## src/rtl/i2cms_pkg.sv

```systemverilog
package i2cms_pkg;

  localparam int QUEUE_DEPTH = 2;

  localparam logic [1:0] CMD_SEGMENT = 2'd0;
  localparam logic [1:0] CMD_WRITE   = 2'd1;
  localparam logic [1:0] CMD_STATUS  = 2'd2;
  localparam logic [1:0] CMD_END     = 2'd3;

  localparam logic [2:0] ACT_NONE    = 3'd0;
  localparam logic [2:0] ACT_START   = 3'd1;
  localparam logic [2:0] ACT_SEND    = 3'd2;
  localparam logic [2:0] ACT_RX_ACK  = 3'd3;
  localparam logic [2:0] ACT_RX_NACK = 3'd4;
  localparam logic [2:0] ACT_STOP    = 3'd5;

  localparam logic [1:0] WANTS_BUS     = 2'd0;
  localparam logic [1:0] WANTS_SEGMENT = 2'd1;
  localparam logic [1:0] WANTS_WRITE   = 2'd2;

  localparam logic [7:0] STATUS_MASK      = 8'hF8;
  localparam logic [7:0] ST_START         = 8'h08;
  localparam logic [7:0] ST_REP_START     = 8'h10;
  localparam logic [7:0] ST_MTX_ADR_ACK   = 8'h18;
  localparam logic [7:0] ST_MTX_DATA_ACK  = 8'h28;
  localparam logic [7:0] ST_MRX_ADR_ACK   = 8'h40;
  localparam logic [7:0] ST_MRX_DATA_ACK  = 8'h50;
  localparam logic [7:0] ST_MRX_DATA_NACK = 8'h58;

  typedef struct packed {
    logic [1:0] command;
    logic [7:0] address_rw;
    logic [7:0] byte_count;
    logic [7:0] write_byte;
    logic [7:0] bus_status;
    logic [7:0] received_byte;
  } in_item_t;

  typedef struct packed {
    logic [2:0] action;
    logic [7:0] action_byte;
    logic       rx_valid;
    logic [7:0] rx_byte;
    logic [1:0] wants;
    logic       done_res;
    logic       failed;
    logic [7:0] fail_status;
  } out_item_t;

  typedef struct packed {
    logic is_segment;
    logic is_write;
    logic is_status;
    logic is_end;
  } cmd_class_t;

  typedef struct packed {
    logic start_ok;
    logic addr_ok;
    logic wdata_ok;
    logic rx_ack;
    logic rx_nack;
  } status_class_t;

  typedef struct packed {
    cmd_class_t    cmd;
    status_class_t st;
    logic [7:0]    address_rw;
    logic [7:0]    byte_count;
    logic [7:0]    write_byte;
    logic [7:0]    bus_status;
    logic [7:0]    received_byte;
  } cls_item_t;

endpackage

```

## src/rtl/i2cms_front.sv

```systemverilog
module i2cms_front (
  input  logic                  in_valid,
  output logic                  in_stall,
  input  i2cms_pkg::in_item_t   in_data,
  input  logic                  queue_full,
  output logic                  push,
  output i2cms_pkg::cls_item_t  cls
);

  logic [7:0] code;

  assign in_stall = queue_full;
  assign push     = in_valid && !queue_full;
  assign code     = in_data.bus_status & i2cms_pkg::STATUS_MASK;

  always_comb begin
    cls.cmd.is_segment = (in_data.command == i2cms_pkg::CMD_SEGMENT);
    cls.cmd.is_write   = (in_data.command == i2cms_pkg::CMD_WRITE);
    cls.cmd.is_status  = (in_data.command == i2cms_pkg::CMD_STATUS);
    cls.cmd.is_end     = (in_data.command == i2cms_pkg::CMD_END);
    cls.st.start_ok    = code inside {i2cms_pkg::ST_START, i2cms_pkg::ST_REP_START};
    cls.st.addr_ok     = code inside {i2cms_pkg::ST_MTX_ADR_ACK, i2cms_pkg::ST_MRX_ADR_ACK};
    cls.st.wdata_ok    = (code == i2cms_pkg::ST_MTX_DATA_ACK);
    cls.st.rx_ack      = (code == i2cms_pkg::ST_MRX_DATA_ACK);
    cls.st.rx_nack     = (code == i2cms_pkg::ST_MRX_DATA_NACK);
    cls.address_rw     = in_data.address_rw;
    cls.byte_count     = in_data.byte_count;
    cls.write_byte     = in_data.write_byte;
    cls.bus_status     = in_data.bus_status;
    cls.received_byte  = in_data.received_byte;
  end

endmodule

```

## src/rtl/i2cms_queue.sv

```systemverilog
module i2cms_queue #(
  parameter int DEPTH = i2cms_pkg::QUEUE_DEPTH
) (
  input  logic                  clk,
  input  logic                  rst_n,
  input  logic                  push,
  input  i2cms_pkg::cls_item_t  push_data,
  input  logic                  pop,
  output i2cms_pkg::cls_item_t  head,
  output logic                  full,
  output logic                  empty
);

  localparam int PW = (DEPTH > 1) ? $clog2(DEPTH) : 1;
  localparam int CW = $clog2(DEPTH + 1);

  i2cms_pkg::cls_item_t mem [DEPTH];
  logic [PW-1:0] wr_ptr_r, wr_ptr_nxt;
  logic [PW-1:0] rd_ptr_r, rd_ptr_nxt;
  logic [CW-1:0] count_r, count_nxt;

  assign full  = (count_r == CW'(DEPTH));
  assign empty = (count_r == '0);
  assign head  = mem[rd_ptr_r];

  always_comb begin
    wr_ptr_nxt = wr_ptr_r;
    rd_ptr_nxt = rd_ptr_r;
    count_nxt  = count_r;
    if (push) begin
      wr_ptr_nxt = (wr_ptr_r == PW'(DEPTH - 1)) ? '0 : wr_ptr_r + 1'b1;
    end
    if (pop) begin
      rd_ptr_nxt = (rd_ptr_r == PW'(DEPTH - 1)) ? '0 : rd_ptr_r + 1'b1;
    end
    if (push && !pop) begin
      count_nxt = count_r + 1'b1;
    end else if (pop && !push) begin
      count_nxt = count_r - 1'b1;
    end
  end

  always_ff @(posedge clk) begin
    if (!rst_n) begin
      wr_ptr_r <= '0;
      rd_ptr_r <= '0;
      count_r  <= '0;
    end else begin
      wr_ptr_r <= wr_ptr_nxt;
      rd_ptr_r <= rd_ptr_nxt;
      count_r  <= count_nxt;
    end
  end

  always_ff @(posedge clk) begin
    if (push) begin
      mem[wr_ptr_r] <= push_data;
    end
  end

endmodule

```

## src/rtl/i2cms_back.sv

```systemverilog
module i2cms_back (
  input  logic                  clk,
  input  logic                  rst_n,
  input  logic                  queue_empty,
  input  i2cms_pkg::cls_item_t  head,
  output logic                  pop,
  output logic                  out_valid,
  input  logic                  out_stall,
  output i2cms_pkg::out_item_t  out_data
);

  typedef enum logic [2:0] {
    PH_IDLE,
    PH_START_WAIT,
    PH_ADDR_WAIT,
    PH_WANT_WRITE,
    PH_WRITE_WAIT,
    PH_READ_WAIT
  } phase_t;

  phase_t               phase_r, phase_nxt;
  logic [7:0]           seg_addr_r, seg_addr_nxt;
  logic [7:0]           bytes_left_r, bytes_left_nxt;
  logic                 out_valid_r;
  i2cms_pkg::out_item_t out_item_r, res;
  logic [7:0]           bytes_dec;
  logic                 bad;

  assign pop       = !queue_empty && (!out_valid_r || !out_stall);
  assign out_valid = out_valid_r;
  assign out_data  = out_item_r;
  assign bytes_dec = bytes_left_r - 8'd1;

  always_comb begin
    phase_nxt      = phase_r;
    seg_addr_nxt   = seg_addr_r;
    bytes_left_nxt = bytes_left_r;
    bad            = 1'b0;
    res            = '0;
    res.action     = i2cms_pkg::ACT_NONE;
    case (phase_r)
      PH_IDLE: begin
        if (head.cmd.is_segment) begin
          seg_addr_nxt   = head.address_rw;
          bytes_left_nxt = head.byte_count;
          res.action     = i2cms_pkg::ACT_START;
          phase_nxt      = PH_START_WAIT;
        end else if (head.cmd.is_end) begin
          res.action   = i2cms_pkg::ACT_STOP;
          res.done_res = 1'b1;
        end
      end
      PH_START_WAIT: begin
        if (head.cmd.is_status) begin
          if (head.st.start_ok) begin
            res.action      = i2cms_pkg::ACT_SEND;
            res.action_byte = seg_addr_r;
            phase_nxt       = PH_ADDR_WAIT;
          end else begin
            bad = 1'b1;
          end
        end
      end
      PH_ADDR_WAIT: begin
        if (head.cmd.is_status) begin
          if (head.st.addr_ok) begin
            if (bytes_left_r == 8'd0) begin
              phase_nxt = PH_IDLE;
            end else if (!seg_addr_r[0]) begin
              phase_nxt = PH_WANT_WRITE;
            end else begin
              res.action = (bytes_left_r > 8'd1) ? i2cms_pkg::ACT_RX_ACK
                                                 : i2cms_pkg::ACT_RX_NACK;
              phase_nxt  = PH_READ_WAIT;
            end
          end else begin
            bad = 1'b1;
          end
        end
      end
      PH_WANT_WRITE: begin
        if (head.cmd.is_write) begin
          res.action      = i2cms_pkg::ACT_SEND;
          res.action_byte = head.write_byte;
          phase_nxt       = PH_WRITE_WAIT;
        end
      end
      PH_WRITE_WAIT: begin
        if (head.cmd.is_status) begin
          if (head.st.wdata_ok) begin
            bytes_left_nxt = bytes_dec;
            phase_nxt      = (bytes_dec == 8'd0) ? PH_IDLE : PH_WANT_WRITE;
          end else begin
            bad = 1'b1;
          end
        end
      end
      PH_READ_WAIT: begin
        if (head.cmd.is_status) begin
          res.rx_valid = 1'b1;
          res.rx_byte  = head.received_byte;
          if (head.st.rx_ack || (head.st.rx_nack && (bytes_left_r <= 8'd1))) begin
            bytes_left_nxt = bytes_dec;
            if (bytes_dec == 8'd0) begin
              phase_nxt = PH_IDLE;
            end else begin
              res.action = (bytes_dec > 8'd1) ? i2cms_pkg::ACT_RX_ACK
                                              : i2cms_pkg::ACT_RX_NACK;
            end
          end else begin
            bad = 1'b1;
          end
        end
      end
      default: begin
        phase_nxt = PH_IDLE;
      end
    endcase
    if (bad) begin
      res.action      = i2cms_pkg::ACT_STOP;
      res.action_byte = 8'd0;
      res.done_res    = 1'b1;
      res.failed      = 1'b1;
      res.fail_status = head.bus_status;
      phase_nxt       = PH_IDLE;
    end
    case (phase_nxt)
      PH_IDLE:       res.wants = i2cms_pkg::WANTS_SEGMENT;
      PH_WANT_WRITE: res.wants = i2cms_pkg::WANTS_WRITE;
      default:       res.wants = i2cms_pkg::WANTS_BUS;
    endcase
  end

  always_ff @(posedge clk) begin
    if (!rst_n) begin
      phase_r      <= PH_IDLE;
      seg_addr_r   <= 8'd0;
      bytes_left_r <= 8'd0;
      out_valid_r  <= 1'b0;
    end else if (pop) begin
      phase_r      <= phase_nxt;
      seg_addr_r   <= seg_addr_nxt;
      bytes_left_r <= bytes_left_nxt;
      out_valid_r  <= 1'b1;
      out_item_r   <= res;
    end else if (!out_stall) begin
      out_valid_r <= 1'b0;
    end
  end

endmodule

```

## src/rtl/i2c_master_transaction_sequencer.sv

```systemverilog
// i2c master transaction sequencer
// in channel: in_valid / in_stall / in_data carry one item each (segment
// descriptor, write byte, bus status reply or end of list), taken at a
// rising edge with in_valid high and in_stall low
// out channel: out_valid / out_stall / out_data carry one result per item,
// naming the next bus engine action, received data and completion status
// the front decodes the command and the masked status byte and pushes the
// item into a small queue; the back runs the phase machine and loads the
// output register
// out_valid rises once an accepted item has been written into the queue and then loaded into the output register
// throughput: one item per cycle while the receiver does not stall, set by the phase machine
// when the receiver stalls, the output register holds and the queue fills;
// in_stall rises once the queue is full
// reset (rst_n low, synchronous) empties the queue and the output register
// and returns the phase to idle with segment address and count cleared
module i2c_master_transaction_sequencer #(
  parameter int QUEUE_DEPTH = i2cms_pkg::QUEUE_DEPTH
) (
  input  logic                 clk,
  input  logic                 rst_n,
  input  logic                 in_valid,
  output logic                 in_stall,
  input  i2cms_pkg::in_item_t  in_data,
  output logic                 out_valid,
  input  logic                 out_stall,
  output i2cms_pkg::out_item_t out_data
);

  i2cms_pkg::cls_item_t cls;
  i2cms_pkg::cls_item_t head;
  logic                 push;
  logic                 pop;
  logic                 queue_full;
  logic                 queue_empty;

  i2cms_front u_front (
    .in_valid   (in_valid),
    .in_stall   (in_stall),
    .in_data    (in_data),
    .queue_full (queue_full),
    .push       (push),
    .cls        (cls)
  );

  i2cms_queue #(
    .DEPTH (QUEUE_DEPTH)
  ) u_queue (
    .clk       (clk),
    .rst_n     (rst_n),
    .push      (push),
    .push_data (cls),
    .pop       (pop),
    .head      (head),
    .full      (queue_full),
    .empty     (queue_empty)
  );

  i2cms_back u_back (
    .clk         (clk),
    .rst_n       (rst_n),
    .queue_empty (queue_empty),
    .head        (head),
    .pop         (pop),
    .out_valid   (out_valid),
    .out_stall   (out_stall),
    .out_data    (out_data)
  );

endmodule
```

## config.mk

```make
export PLATFORM = sky130hd
export DESIGN_NAME = i2c_master_transaction_sequencer
export DESIGN_NICKNAME = d
export VERILOG_FILES = /design/src/rtl/i2cms_pkg.sv /design/src/rtl/i2cms_front.sv /design/src/rtl/i2cms_queue.sv /design/src/rtl/i2cms_back.sv /design/src/rtl/i2c_master_transaction_sequencer.sv
export SDC_FILE = /design/constraint.sdc
export NUM_CORES = 1
export LEC_CHECK = 0
export ABC_CLOCK_PERIOD_IN_PS = 6670
export BUFFER_PORTS_ARGS = -buffer_cell sky130_fd_sc_hd__buf_2
export CAP_MARGIN = 20
export CORE_MARGIN = 3
export CORE_UTILIZATION = 45
export CTS_CLUSTER_SIZE = 10
export DETAILED_ROUTE_END_ITERATION = 10
export GPL_TIMING_DRIVEN = 1
export PLACE_DENSITY_LB_ADDON = 0.08
export SYNTH_ARGS = -nofsm -noshare
export SYNTH_HDL_FRONTEND = slang
export SYNTH_HIERARCHICAL = 1
export SYNTH_SLANG_ARGS = --single-unit
```

## constraint.sdc

```tcl
create_clock -name clk -period 6.67 [get_ports clk]
set_input_delay 1.0005 -clock clk [delete_from_list [all_inputs] [get_ports clk]]
set_output_delay 1.0005 -clock clk [all_outputs]
set_load 0.1 [all_outputs]
```

==> results.yml <==
global_route:
  grt.overflow.total: 0
  grt_max_degree: 34
  grt_pass1_wl_um: 20500
  grt_pass1_vias: 3945
  antenna_found_initial: 0
  track_usage_pct: 16.0
sta:
  fmax_mhz: 336
  rsz0062_at_grt: "no"
  final_max_slew_viol_count: 0
  clock_skew_ns: 0.00483
  fin_crit_ns: 2.98
  setup_viol: 0
  finalHoldViolCount: 0
  finalSetupTns_ns: 0
  relSlewSlack_pct: 37.3
  timing.final.crit_share_pct: 44.6
  tightest_slew_ns: 0.932
pwr:
  p_leak_nw: 2.85
  p_per_area_nw_per_um2: 444
  p_sw_mw: 1.17
  p_int_mw: 2.25
  swShare_pct: 34.2
  pwr-share-clk_pct: 31.8
  vdd_ir_drop_max_uv: 228
  p_comb_share_pct: 29.2
  share_seq_of_total_power_pct: 39.0
setup_path:
  path_max_fanout: 30
  worst-r2r-cell-count: 7
  rrSetupSlack_ns: 3.69
  regToRegEndpoint: "u_back/out_data[10]"
  arrival_ns: 3.14
  worstSetupPathType: "flip-flop to flip-flop"
  required_ns: 6.83
  critPathLaunchType: "flip-flop"
  endpoint_kind: "flip-flop"
synthesis:
  netlist_area_sq_um: 6780
  syn_avg_cell_area_sq_um: 14.0
  yosys_warnings: 6
  synth-edff-count: 130
  synthCells: 485
  yosysSeqAreaShare_pct: 65.0
  async_reset_ff_share_pct: 0
  ys_types: 60
  synth-seq-cells: 155
  synthFlopType: "edfxtp_1"
  syn_nets: 536
clock_tree:
  cts_buffer_depth: 2
  cts_buffers: 17
  clock_latency_ns: 0.41
  cts.clk_slew.worst_paths_ns: 0.06
  cts_resized: 0
  clock_sinks: 155
  cts_setup_buffers: 0
  clock-root-buffer: "clkbuf_16"
  tritoncts: "built"
  cts-htree-levels: 4
  cts_hold_buf: 0
drt:
  antenna_left: 0
  dr.first_iter.drc_count: 256
  num_vias: 3823
  drc: 0
  drt-total-wl_um: 12400
  vias_per_cell: 5.27
  dr.pass1.iters: 5
  wl_per_cell_um: 17.2
placed_design:
  gp_congestion: 0.910
  place_hpwl_um: 8270
  placed_cell_area_sq_um: 7030
  io_buffer_count: 79
worst_hold_path:
  hold_class: "flip-flop to flip-flop"
  worstHoldEndpoint: "u_back/out_valid"
  hp-start: "u_back/out_valid"
  whs_path_depth: 2
final_layout:
  fin_nets: 579
  n_antenna_cell: 0
  layout-drive-gt1-share_pct: 32.7
  fillers: 1262
  areaGrowthSynthToFinish_pct: 13.8
  final_cell_area_sq_um: 7710
die:
  dieArea_sq_um: 16600
  die_h_um: 129
  start_util_pct: 46.3
  coreArea_sq_um: 14600
  dieWidth_um: 129
  io_pins: 80
  fp-row-count: 44
run_status:
  outcome: "finished clean"
job:
  drv_cap: 0
-- worst max-delay path by stage --
| stage | startpoint | to | slack (ns) | cells after the start |
|---|---|---|---|---|
| final | flip-flop | u_back/out_data[10] | 3.69 | 7 |
| after global routing | flip-flop | u_back/out_data[10] | 3.48 | 7 |
| after CTS | flip-flop | u_back/out_data[10] | 3.68 | 7 |
| after detailed placement | flip-flop | u_back/out_data[10] | 3.69 | 7 |
| after global placement | flip-flop | u_back/out_data[10] | 3.76 | 7 |
| after floorplan | in_valid | u_queue/mem[0][0] | 2.74 | 2 |
-- cell families (layout without fill, tap and decap cells) --
group	count (synthesis)	after routing	share of synthesized area, %
AOI/OAI and AO/OA	73	73	7.49
xor gates and xnor gates	4	4	0.517
adders and majority gates	5	5	0.923
buffers and inverters	68	124	6.59
DFF	155	155	65.0
muxes	57	57	9.32
and+or+nand+nor	123	123	10.2
-- power groups by stage --
| stage | Sequential [mW] | Clock (mW) | Combinational (mW) |
|---|---|---|---|
| detailed placement | 1.35 | 0 | 1.00 |
| CTS | 1.34 | 1.11 | 1.01 |
| global route | 1.35 | 1.16 | 1.08 |
| floorplan | 1.64 | 0 | 0.534 |
| finish | 1.33 | 1.09 | 0.999 |
| global placement | 1.35 | 0 | 0.997 |
-- critical path: stages, from the launching register on --
cell and delay [ns]:
dfxtp_2 0.62, buf_4 0.49, mux2_2 0.36, nand3_1 0.14
nor2_1 0.66, a211oi_2 0.14, a31oi_1 0.23, a21oi_1 0.06
-- sequential cells by signal, summed over array words and instances (netlist names), named ones only --
name and flops:
u_queue/mem 98, u_back/out_data 32, u_back/bytes_left_r 8, u_back/seg_addr_r 8, u_back/phase_r 3, u_queue/count_r 2, u_back/out_valid 1, u_queue/rd_ptr_r 1
u_queue/wr_ptr_r 1
-- stage by stage --
stage | std cells | worst slack [ns] | power, mW | utilization [%] | hold WS, ns
2_1_floorplan | 485 | 2.74 | 2.18 | - | 0.462
3_3_place_gp | 693 | 3.76 | 2.35 | 48.0 | 0.466
3_5_place_dp | 693 | 3.69 | 2.36 | 48.0 | 0.473
4_1_cts | 725 | 3.68 | 3.46 | 52.7 | 0.482
5_1_grt | 725 | 3.48 | 3.59 | 52.7 | 0.527
6_report | 725 | 3.69 | 3.42 | 52.7 | 0.484
-- cells in the mapped netlist (all sizes together) (8+ instances only) --
cell,count,area share (%)
a21oi,19,1.5
nor2b,9,0.83
o21ai,16,1.2
buf,51,5.6
and2,21,1.9
mux2,49,8.1
nand2,20,1.1
dfxtp,25,7.4
clkbuf,8,0.44
edfxtp,130,58
mux2i,8,1.2
a22o,9,1.2
nand3,8,0.78
nor2,28,1.6
inv,9,0.50
-- final cells by class --
cell class	instances	area [sq um]	area share, %
Clock buffer	18	439	5.69
Timing Repair Buffer	83	425	5.52
Sequential cell	155	4410	57.1
Multi-Input combinational cell	262	1940	25.1
Clock inverter	14	241	3.13
Tap cell	184	230	2.98
Inverter	9	33.8	0.438
-- layout by cell type (no fill, tap or decap), types with 9 or more instances in the layout --
| master | instances |
|---|---|
| a21oi_1 | 18 |
| a22o_1 | 9 |
| and2_1 | 20 |
| buf_2 | 79 |
| clkbuf_16 | 17 |
| dfxtp_1 | 24 |
| edfxtp_1 | 130 |
| inv_1 | 9 |
| mux2_2 | 49 |
| nand2_1 | 20 |
| nor2_1 | 28 |
| o21ai_0 | 16 |
-- layer usage --
layer	up-vias	global-route usage (%)	routed length (um)
li1	1854	-	-
met1	1849	20.9	5540
met2	107	26.3	6100
met3	13	3.90	631
met4	0	5.56	172
met5	-	0	0
(Power assumes the default switching activity.)
